File: src/rtl/pat_pkg.sv
// shared types and constants for the peer address table
`timescale 1ns / 1ps
package pat_pkg;
  localparam int PEERS = 16;
  localparam int ID_BYTES = 8;
  localparam int IDX_W = (PEERS > 1) ? $clog2(PEERS) : 1;
  localparam int CNT_W = $clog2(PEERS + 1);
  localparam logic [63:0] ID_MASK = (ID_BYTES >= 8) ? 64'hFFFF_FFFF_FFFF_FFFF :
      ((64'd1 << (8 * ID_BYTES)) - 64'd1);

  localparam logic [1:0] MODE_LEARN4 = 2'd0;
  localparam logic [1:0] MODE_LEARN6 = 2'd1;
  localparam logic [1:0] MODE_CLEAR  = 2'd2;
  localparam logic [1:0] MODE_READ   = 2'd3;

  typedef struct packed {
    logic [1:0]  mode;
    logic [63:0] user_id;
    logic [63:0] addr_hi;
    logic [63:0] addr_lo;
    logic [31:0] now_time;
    logic [3:0]  entry_index;
  } in_word_t;

  typedef struct packed {
    logic        status;
    logic [63:0] read_id;
    logic [31:0] read_addr4;
    logic [63:0] read_addr6_hi;
    logic [63:0] read_addr6_lo;
    logic [31:0] read_seen4;
    logic [31:0] read_seen6;
  } out_word_t;

  typedef enum logic [2:0] {
    ST_IDLE, ST_SCAN, ST_DROP, ST_WRITE, ST_CLEAR, ST_READ, ST_OUT
  } state_t;

  typedef struct packed {
    logic load;
    logic scan_start;
    logic scan_step;
    logic drop;
    logic write;
    logic clear;
    logic read;
  } cmd_t;

  typedef struct packed {
    logic scan_done;
  } sts_t;
endpackage

File: src/rtl/pat_ctrl.sv
// controller state machine of the peer address table
`timescale 1ns / 1ps
module pat_ctrl (
  input  logic            clk,
  input  logic            rst,
  input  logic            in_valid,
  input  logic [1:0]      in_mode,
  output logic            in_ready,
  output logic            out_valid,
  input  logic            out_ready,
  output pat_pkg::cmd_t   cmd,
  input  pat_pkg::sts_t   sts
);
  pat_pkg::state_t state, state_next;

  always_ff @(posedge clk) begin
    if (rst) begin
      state <= pat_pkg::ST_IDLE;
    end else begin
      state <= state_next;
    end
  end

  always_comb begin
    state_next = state;
    cmd = '0;
    in_ready = 1'b0;
    out_valid = 1'b0;
    case (state)
      pat_pkg::ST_IDLE: begin
        in_ready = !rst;
        if (in_valid && !rst) begin
          cmd.load = 1'b1;
          case (in_mode)
            pat_pkg::MODE_CLEAR: state_next = pat_pkg::ST_CLEAR;
            pat_pkg::MODE_READ: state_next = pat_pkg::ST_READ;
            default: begin
              cmd.scan_start = 1'b1;
              state_next = pat_pkg::ST_SCAN;
            end
          endcase
        end
      end
      pat_pkg::ST_SCAN: begin
        cmd.scan_step = 1'b1;
        if (sts.scan_done) state_next = pat_pkg::ST_DROP;
      end
      pat_pkg::ST_DROP: begin
        cmd.drop = 1'b1;
        state_next = pat_pkg::ST_WRITE;
      end
      pat_pkg::ST_WRITE: begin
        cmd.write = 1'b1;
        state_next = pat_pkg::ST_OUT;
      end
      pat_pkg::ST_CLEAR: begin
        cmd.clear = 1'b1;
        state_next = pat_pkg::ST_OUT;
      end
      pat_pkg::ST_READ: begin
        cmd.read = 1'b1;
        state_next = pat_pkg::ST_OUT;
      end
      pat_pkg::ST_OUT: begin
        out_valid = 1'b1;
        if (out_ready) state_next = pat_pkg::ST_IDLE;
      end
      default: state_next = pat_pkg::ST_IDLE;
    endcase
  end
endmodule

File: config.mk
export PLATFORM = sky130hd
export DESIGN_NAME = pat_ctrl
export DESIGN_NICKNAME = d
export VERILOG_FILES = /design/src/rtl/pat_pkg.sv /design/src/rtl/pat_ctrl.sv
export SDC_FILE = /design/constraint.sdc
export NUM_CORES = 1
export LEC_CHECK = 0
export BUFFER_PORTS_ARGS = -buffer_cell sky130_fd_sc_hd__buf_2
export CAP_MARGIN = 20
export CORE_AREA = 2 2 39 41
export CTS_CLUSTER_SIZE = 14
export DETAILED_ROUTE_END_ITERATION = 8
export DIE_AREA = 0 0 41 43
export GPL_TIMING_DRIVEN = 0
export PLACE_DENSITY = 0.48
export SLEW_MARGIN = 20
export SYNTH_ARGS = -nofsm -noshare
export SYNTH_HDL_FRONTEND = slang
export SYNTH_SLANG_ARGS = --single-unit
File: constraint.sdc
create_clock -name clk -period 2.9 [get_ports clk]
set_input_delay 0.29 -clock clk [delete_from_list [all_inputs] [get_ports clk]]
set_output_delay 0.29 -clock clk [all_outputs]
set_load 0.1 [all_outputs]
==> impl_results.md, run 1 <==
- Placer Congestion: 0.679
- RSZ-0062 raised after global routing: no
- Row count: 14
- Gr usage total: 9.14%
- Gr ovfl total: 0
- Largest reg by FF count: state
- Global-route wire length before repair: 1120 microns
- Max reg flops: 3
- Initial core utilization: 19.3%
- Max clock buf depth: 2
- CP Capture Type: primary output
- Fraction of registers with async set/reset: 0%
- Met2 WL: 269 microns
- NetSw: 180 uW
- Netlist cell types: 20
- Dpl hpwl: 522 microns
- Final Non-Filler Cells: 67
- Area grow syn2layout: 59.8%
- YS warnings: 0
- Peak VDD IR: 225 uV
- Final ANT Viol Nets: 0
- Sequential cell fraction of total power: 17.5%
- DRT iter0 DRCs: 3
- Slew HR: 67.5%
- Crit path DAT: 1560 ps
- Placed insts: 63
- Die area: 1760 sq um
- Nets@finish: 59
- Setup Fix Bufs, Post-CTS: 0
- Final WL: 701 microns
- Fin area: 428 sq um
- Status: complete, no violations
- CTS Sinks: 3
- Post-Syn Instances: 32
- Post-Syn Nets: 39
- Syn_area_per_cell: 8.37 sq um
- CTS tree: done
- Clk root buf: clkbuf_4
- Largest regs: state: 3 flops
- Crit-path slowest cell: buf_2
- Top cells by area, synth: dfxtp_1 (22%), nor3b_1 (14%), buf_6 (8.4%)
- Largest net degree at the start of global routing: 11
- Post-cts resize count: 0
- Final number of setup-violating endpoints: 0
- Crit-path max cell delay: 450 ps
- Clk_skew: 1.98 ps
- TritonRoute pass-1 iters: 2
- # H-tree levels: 1
- Fin crit period: 1850 ps
- Crit path max-delay family: buffers and inverters
- Kind of critical path: flop to primary output
- Die Y: 43 microns
- Dominant synthesized flop cell: dfxtp_1
- Worst-Skew Late Latency: 230 ps
- Met3 WL: 57 microns
- Hold WC Path Type: input pin to flop
- Final hold vios: 0
- Wl on met1: 374 microns
- Crit-path cells: buf_2 -> nor3b_2 -> buf_2
- Post-synth EDFFs: 0
- Max cap viols: 0
- Fraction of layout cells with a size suffix above 1: 62.7%
- Top Layer Used: met3
- Leading area contributor after synthesis: dfxtp_1
- Sw Share: 53.9%
- Post-route clock period utilization: 63.9%
- Top-area cell type share of the netlist area: 22.4%
- Routed len/inst: 10.5 microns
- Via count: 300
- Initial antenna violation count: 0
- Antenna diode count: 0
- Max-slew violations: 0
- Fmax: 0.540 GHz
- Remaining DRCs: 0
- CTS clk-pin slew, worst paths: 40 ps
- LEAKAGE: 0.000214 uW
- IO buf count: 15
- Die Wd: 41 microns
- Worst Path Buf+Inv: 2
- CTS Hold Bufs: 0
- Num ports: 16
- Post-Syn Area: 268 sq um
- TritonCTS Buffers: 3
- Core box area: 1380 sq um
- Vias in the first global route: 279
- Crit path max fanout: 10
- Seq cells post-synth: 3
- Hold slack final: 329 ps
- Vias per cell: 4.48
- Critical Path Start Type: flop
- Cell-internal power: 155 uW
- Pwr Density: 783 nW/um^2
- Area of placed instances: 402 sq um
- Worst-Margin Slew: 491 ps
- Post-synthesis sequential area ratio: 22.4%
- Crit-path most repeated cell: buf_2
- Critical Path RT: 2610 ps
- Clock network power share: 21.8%
- Comb pwr share: 60.7%
synth_stat cells (2+ instances only):
library cell and n:
and3b_2 2, buf_6 2, nor3b_1 5, dfxtp_1 3, o21ai_1 2, a21oi_1 2, nor2_1 2, or3_1 2
path summary, 6_finish.rpt:
kind / from / endpoint / slack (ps) / cells past startpoint
setup / recovery: state[0]$_SDFFE_PP0P_ / cmd[4] / 1050 / 3
hold / removal: sts / state[0]$_SDFFE_PP0P_ / 330 / 4
setup reg to reg: state[1]$_SDFFE_PP0P_ / state[2]$_SDFFE_PP0P_ / 1680 / 4
hold reg to reg: state[0]$_SDFFE_PP0P_ / state[0]$_SDFFE_PP0P_ / 680 / 2
routing by layer:
metal  up-vias  global-route usage, %
li1        157                      -
met1       130                   14.5
met2        13                   10.6
met3         0                   4.71
met4         0                   2.00
met5         -                      0
area by class of cell:
| cell class | count | area [sq um] |
|---|---|---|
| clock buffers | 4 | 26.3 |
| repair buffers | 15 | 75.1 |
| well taps | 16 | 20.0 |
| multi-input cells | 26 | 219 |
| fillers | 158 | 956 |
| flip-flops and latches | 3 | 60.1 |
| plain buffers | 3 | 27.5 |
per-stage QoR:
step / util (%) / total power, uW / setup TNS (ps) / worst slack (ps)
floorplan: - / 234 / -128 / -128
global placement: 29.0 / 263 / 0 / 1170
detailed placement: 29.0 / 263 / 0 / 1160
CTS: 30.9 / 342 / 0 / 1020
global route: 30.9 / 359 / 0 / 956
finish: 30.9 / 335 / 0 / 1050
power by group through the flow:
stage / logic [uW] / clock network [uW] / registers, uW
6_report: 203 / 73.1 / 58.6
5_1_grt: 214 / 85.1 / 59.3
4_1_cts: 204 / 78.6 / 58.5
3_5_place_dp: 204 / 0 / 59.3
3_3_place_gp: 204 / 0 / 59.5
2_1_floorplan: 176 / 0 / 57.4
placed cells by master (no fill, tap or decap):
master / Yosys / routed
a211o_2: 1 / 1
nor4_4: 0 / 1
nor2b_4: 0 / 1
o21ai_1: 2 / 2
clkbuf_1: 0 / 1
nand2_2: 1 / 1
or3b_1: 1 / 1
a21oi_1: 2 / 2
o211ai_1: 1 / 1
nor3b_2: 0 / 3
o22ai_2: 1 / 1
or3_1: 2 / 2
nand2_1: 1 / 1
and3b_2: 2 / 2
nor3b_1: 5 / 2
buf_6: 2 / 2
nor2_1: 2 / 2
or4_1: 1 / 1
buf_2: 1 / 16
a21o_1: 1 / 1
and2_2: 0 / 1
dfxtp_1: 3 / 3
clkbuf_4: 0 / 3
tightest hold or removal path: stages:
cell and delay (ps):
buf_2 90, nor2_1 30, nand2_1 50, o21ai_1 50
cells by family (layout without fill, tap and decap cells):
kind of cell	after synthesis	after routing	synth area share, %
compound gates	8	8	21.5
flops	3	3	22.4
simple gates	18	18	45.8
buf+inv	3	22	10.3
No activity file was read; power rests on OpenSTA's default activity.
==> inputs of run 2 (changes only) <==
--- a/config.mk
+++ b/config.mk
@@ -5,6 +5,7 @@
 export SDC_FILE = /design/constraint.sdc
 export NUM_CORES = 1
 export LEC_CHECK = 0
+export ABC_AREA = 1
 export BUFFER_PORTS_ARGS = -buffer_cell sky130_fd_sc_hd__buf_2
 export CAP_MARGIN = 20
 export CORE_AREA = 2 2 39 41
==> constraint.sdc (replaced) <==
create_clock -name clk -period 1.8 [get_ports clk]
set_input_delay 0.18 -clock clk [delete_from_list [all_inputs] [get_ports clk]]
set_output_delay 0.18 -clock clk [all_outputs]
set_load 0.1 [all_outputs]
==> impl_results.md, run 2 <==
- Via count: 339 (+13%)
- Vias per cell: 3.99 (-11%)
- Clk_skew: 2.47 ps (+0.495 ps)
- Seq cells post-synth: 3 (unchanged)
- Fraction of layout cells with a size suffix above 1: 39.1% (-24 points)
- Origin of the critical flop-to-flop path: state[2]$_SDFFE_PP0P_
- Leading area contributor after synthesis: dfxtp_1
- Crit-path cells: nor2_4 -> nand2_2 -> nor3_2 -> buf_2
- Final WL: 663 microns (-5.4%)
- Crit-path max cell delay: 440 ps (about the same)
- Max clock buf depth: 2 (unchanged)
- Critical Path Start Type: flop
- RSZ-0062 raised after global routing: no
- Remaining DRCs: 0 (unchanged)
- IO buf count: 15 (unchanged)
- TritonRoute pass-1 iters: 4 (+2)
- Post-synth EDFFs: 0 (unchanged)
- R2R depth: 5 (+1)
- Largest net degree at the start of global routing: 8 (-3)
- Vias in the first global route: 271 (-2.9%)
- Syn_area_per_cell: 5.33 sq um (-36%)
- Final hold vios: 0 (unchanged)
- Most frequent cells after synthesis: nor2_1 (13), inv_1 (10), nand2_1 (10), nand3_1 (5)
- CTS Sinks: 3 (unchanged)
- Initial antenna violation count: 0 (unchanged)
- Post-cts resize count: 0 (unchanged)
- Crit-path slowest cell: buf_2
- Netlist cell types: 12 (-40%)
- Die area: 1760 sq um (unchanged)
- Crit path max fanout: 6 (-4)
- CTS tree: done
- Most frequent cell after synthesis: nor2_1
- Area grow syn2layout: 50.2%
- Num ports: 16 (unchanged)
- CTS clk-pin slew, worst paths: 40 ps (about the same)
- Die Y: 43 microns (unchanged)
- Max reg flops: 3 (unchanged)
- Gr usage total: 9.32% (+0.18 points)
- Fmax: 0.614 GHz
- Row count: 14 (unchanged)
- Fin crit period: 1630 ps
- Setup Fix Bufs, Post-CTS: 0 (unchanged)
- # H-tree levels: 1 (unchanged)
- Antenna diode count: 0 (unchanged)
- Largest reg by FF count: state
- Worst-Margin Slew: 486 ps (-5.33 ps)
- Dpl hpwl: 545 microns (+4.4%)
- Initial core utilization: 19.3% (-0.090 points)
- TritonCTS Buffers: 3 (unchanged)
- TNS Setup: 0 ps (unchanged)
- Dominant synthesized flop cell: dfxtp_1
- CP Capture Type: primary output
- Top-area cell type share of the netlist area: 22.5% (+0.11 points)
- Fin area: 400 sq um (-6.4%)
- Routed len/inst: 7.80 microns (-25%)
- Largest regs: state: 3 flops
- DRT iter0 DRCs: 1 (-2)
- Kind of critical path: flop to primary output
- Area of placed instances: 374 sq um (-6.9%)
- Final ANT Viol Nets: 0 (unchanged)
- Die Wd: 41 microns (unchanged)
- Post-Syn Nets: 57 (+46%)
- Clk root buf: clkbuf_4
- Critical Path RT: 1620 ps (-990 ps)
- Core box area: 1380 sq um (unchanged)
- Post-synthesis sequential area ratio: 22.5% (+0.11 points)
- Slew HR: 67.8% (+0.35 points)
- Hold WC Path Type: input pin to flop
- Fraction of registers with async set/reset: 0% (unchanged)
- Global-route wire length before repair: 1080 microns (-3.7%)
- Post-route clock period utilization: 90.4%
- Max cap viols: 0 (unchanged)
- Reg-to-reg slack, setup: 680 ps (-1000 ps)
- Final number of setup-violating endpoints: 0 (unchanged)
- Most frequent cells in the layout: buf_2 (15), inv_1 (10), nand2_1 (10), nor2_1 (10), nand3_1 (5)
- CP startpoint: state[2]$_SDFFE_PP0P_
- Post-Syn Area: 267 sq um (-0.47%)
- Hold endpoint: state[2]$_SDFFE_PP0P_
- YS warnings: 0 (unchanged)
- Top cells by area, synth: dfxtp_1 (23%), nor2_1 (18%), inv_1 (14%)
- Placer Congestion: 0.737 (+8.5%)
- Post-Syn Instances: 50 (+56%)
- Status: complete, no violations
- Nets@finish: 77 (+31%)
- Max-slew violations: 0 (unchanged)
- Worst-Skew Late Latency: 230 ps (about the same)
- Hold Crit Start: rst
- Crit path DAT: 1450 ps (-110 ps)
- Commonest non-fill, non-tap cell in the layout: buf_2
- Gr ovfl total: 0 (unchanged)
- Worst r2r dst: state[0]$_SDFFE_PP0P_
- Hold path cells: 2 (-2)
- CTS Hold Bufs: 0 (unchanged)
## run 2: cell families after synthesis
family / Yosys count / share of synthesized area [%]
AO/OA/AOI/OAI: 3 / 5.63
buffers and inverters: 11 / 15.5
AND/OR/NAND/NOR: 33 / 56.3
flip-flops: 3 / 22.5
## run 2: final cells by class
cell class	instances	area, sq um
inverters	11	41.3
flip-flops and latches	3	60.1
fillers	170	983
multi-input cells	36	178
clock buffers	4	26.3
repair buffers	15	75.1
well taps	16	20.0
## run 2: critical path: cells and delay by family, from the launching register on
kind          cells  cell delay [ps]
buf+inv           1              440
flops             1              360
simple gates      3              420
## run 2: worst max-delay path by stage
stage,to,slack (ps),cells after the start
2_1_floorplan,cmd[0],-270,4
3_3_place_gp,cmd[5],420,4
3_5_place_dp,cmd[5],420,4
4_1_cts,cmd[5],160,4
5_1_grt,cmd[0],40,5
6_report,cmd[5],170,4
## run 2: metrics by stage
stage | std cells | hold slack [ps] | utilization [%] | setup WS (ps)
floorplan | 50 | 252 | - | -273
global placement | 81 | 400 | 27.0 | 420
detailed placement | 81 | 402 | 27.0 | 418
CTS | 85 | 159 | 28.9 | 163
global route | 85 | 176 | 28.9 | 37.5
finish | 85 | 161 | 28.9 | 173
## run 2: routing by layer
layer / track usage [%] / part of all wire (%) / vias up
met5: 0 / 0 / -
met4: 6.00 / 1.2 / 0
met3: 3.14 / 6.5 / 2
met2: 12.8 / 46 / 11
met1: 11.8 / 46 / 137
li1: - / - / 189
Power of run 2 is not shown: default switching activity piles up to over one toggle a cycle in this logic, so the estimate is an artifact.
==> inputs of run 3 (changes only) <==
--- a/config.mk
+++ b/config.mk
@@ -8,12 +8,15 @@
 export ABC_AREA = 1
 export BUFFER_PORTS_ARGS = -buffer_cell sky130_fd_sc_hd__buf_2
 export CAP_MARGIN = 20
-export CORE_AREA = 2 2 39 41
+export CELL_PAD_IN_SITES_DETAIL_PLACEMENT = 1
+export CELL_PAD_IN_SITES_GLOBAL_PLACEMENT = 2
+export CORE_ASPECT_RATIO = 1.25
+export CORE_UTILIZATION = 16
 export CTS_CLUSTER_SIZE = 14
 export DETAILED_ROUTE_END_ITERATION = 8
-export DIE_AREA = 0 0 41 43
 export GPL_TIMING_DRIVEN = 0
-export PLACE_DENSITY = 0.48
+export PLACE_DENSITY = 0.73
+export SETUP_SLACK_MARGIN = 0.5
 export SLEW_MARGIN = 20
 export SYNTH_ARGS = -nofsm -noshare
 export SYNTH_HDL_FRONTEND = slang
==> impl_results.md, run 3 (same netlist as run 2, synthesis figures left out) <==
- Status: finished, violations left
- Failing checks: DRC
- Num ports: 16 (unchanged)
- Clk root buf: clkbuf_4
- Hold slack final: 179 ps (+18.6 ps)
- Largest net degree at the start of global routing: 7 (-1)
- Final Non-Filler Cells: 95 (+12%)
- CP Capture Type: primary output
- Final hold vios: 0 (unchanged)
- Largest reg by FF count: state
- Final core utilization: 43.7% (+15 points)
- Max reg flops: 3 (unchanged)
- Hold path cells: 2 (unchanged)
- TNS Setup: 0 ps (unchanged)
- Crit-path max cell delay: 360 ps (-80 ps)
- Initial antenna violation count: 0 (unchanged)
- TritonRoute pass-1 iters: 6 (+2)
- Crit path DAT: 1210 ps (-240 ps)
- Max-slew violations: 0 (unchanged)
- Worst-Skew Late Latency: 230 ps (about the same)
- Kind of critical path: flop to primary output
- Hold endpoint: state[2]$_SDFFE_PP0P_
- Max cap viols: 0 (unchanged)
- Final WL: 1020 microns (+53%)
- Gr ovfl total: 0 (unchanged)
- CTS Sinks: 3 (unchanged)
- Footprint of the multi-input gates: 251 sq um (+42%)
- Placer Congestion: 0.750 (+1.8%)
- Origin of the critical flop-to-flop path: state[1]$_SDFFE_PP0P_
- Gr usage total: 13.5% (+4.2 points)
- TritonCTS Buffers: 3 (unchanged)
- Largest regs: state: 3 flops
- Area grow syn2layout: 156%
- Via count: 393 (+16%)
- Placed insts: 83 (+2.5%)
- CTS clk-pin slew, worst paths: 40 ps (about the same)
- Final number of setup-violating endpoints: 0 (unchanged)
- Reg-to-reg slack, setup: 530 ps (-150 ps)
- IO buf count: 15 (unchanged)
- Hold WC Path Type: input pin to flop
- RSZ-0062 raised after global routing: yes
- Fraction of layout cells with a size suffix above 1: 64.9% (+26 points)
- Slew HR: 83.3% (+15 points)
- Die area: 1830 sq um (+4.0%)
- Crit-path slowest cell: dfxtp_4
- Initial core utilization: 17.1% (-2.2 points)
- Die Y: 47.6 microns (+11%)
- Remaining DRCs: 1 (+1)
- Nets@finish: 85 (+10%)
- Fin crit period: 1390 ps (-241 ps)
- Final ANT Viol Nets: 0 (unchanged)
- Sequential cell area: 71.3 sq um (+19%)
- Most frequent cells in the layout: nand2_1 (9), nor2_4 (7), buf_12 (7), buf_4 (7)
- Core box area: 1560 sq um (+13%)
- Vias per cell: 4.14 (+3.7%)
- Post-route clock period utilization: 77.0% (-13 points)
- # H-tree levels: 1 (unchanged)
- Row count: 16 (+2)
- Worst-Margin Slew: 249 ps (-236 ps)
- CP startpoint: state[1]$_SDFFE_PP0P_
- Dpl hpwl: 633 microns (+16%)
- Clk_skew: 4.21 ps (+1.73 ps)
- Antenna diode count: 0 (unchanged)
- Critical Path Start Type: flop
- Worst r2r dst: state[2]$_SDFFE_PP0P_
- Crit path max-delay family: simple AND/OR/NAND/NOR gates
- Hold Crit Start: rst
- Crit path max fanout: 4 (-2)
- R2R depth: 8 (+3)
- Fill cell count: 192 (+13%)
- Worst Path Buf+Inv: 1 (unchanged)
- Fmax: 0.722 GHz (+17%)
- Routed len/inst: 10.7 microns (+37%)
- Commonest non-fill, non-tap cell in the layout: nand2_1
- Global-route wire length before repair: 1700 microns (+58%)
- Max clock buf depth: 2 (unchanged)
- Die Wd: 38.5 microns (-6.1%)
- Vias in the first global route: 407 (+50%)
- DRT iter0 DRCs: 1 (unchanged)
- CTS tree: done
- Critical Path RT: 1620 ps (about the same)
- Crit-path cells: nor2_4 -> nand2_4 -> nor3_4 -> buf_12
[run 3: cell types whose count changed in the layout (fill, tap and decap cells not counted), moves of 3 or more]
cell,before,now
dfxtp_1,3,0
dfxtp_4,0,3
buf_12,0,7
inv_1,10,6
nor2_1,10,6
buf_4,0,7
nor2_4,1,7
buf_2,15,6
buf_6,0,3
[run 3: metrics by stage]
stage / worst slack [ps] / cell area [sq um]
after floorplan: 263 / 344
after CTS: 400 / 641
after detailed placement: 369 / 442
final: 414 / 682
after global routing: 341 / 682
after global placement: 367 / 442
[run 3: cell type report]
class | count | share of cell area, %
clock buffers | 4 | 3.85
inverters | 11 | 7.89
multi-input cells | 36 | 36.9
flip-flops and latches | 3 | 10.5
well taps | 18 | 3.30
repair buffers | 23 | 37.6
[run 3: worst register-to-register path, delay by kind of cell, from the launching register on]
kind	cells	cell delay [ps]
and+or+nand+nor	4	380
buffers and inverters	3	310
AOI/OAI and AO/OA	1	130
DFF	1	360
[run 3: how the worst max path moves through the flow]
| stage | endpoint | slack (ps) | depth (start not counted) |
|---|---|---|---|
| global placement | cmd[0] | 370 | 5 |
| floorplan | cmd[5] | 260 | 3 |
| detailed placement | cmd[0] | 370 | 5 |
| global route | cmd[1] | 340 | 5 |
| CTS | cmd[5] | 400 | 4 |
| finish | cmd[5] | 410 | 4 |
[run 3: metal layers]
layer  GRT usage, %  vias up  part of all wire, %
li1               -      205                    -
met1           14.9      178                   37
met2           26.3       10                   59
met3           1.86        0                  3.3
met4           4.14        0                    0
met5              0        -                    0
[run 3: timing repair]
| action | CTS | global route |
|---|---|---|
| hold buffers | 0 | 0 |
| gates resized for setup | 39 | 4 |
| pin swaps | 4 | 6 |
| setup endpoints to repair | 9 | 9 |
| setup buffers | 5 | 3 |
Power of run 3 is left out for the same reason.
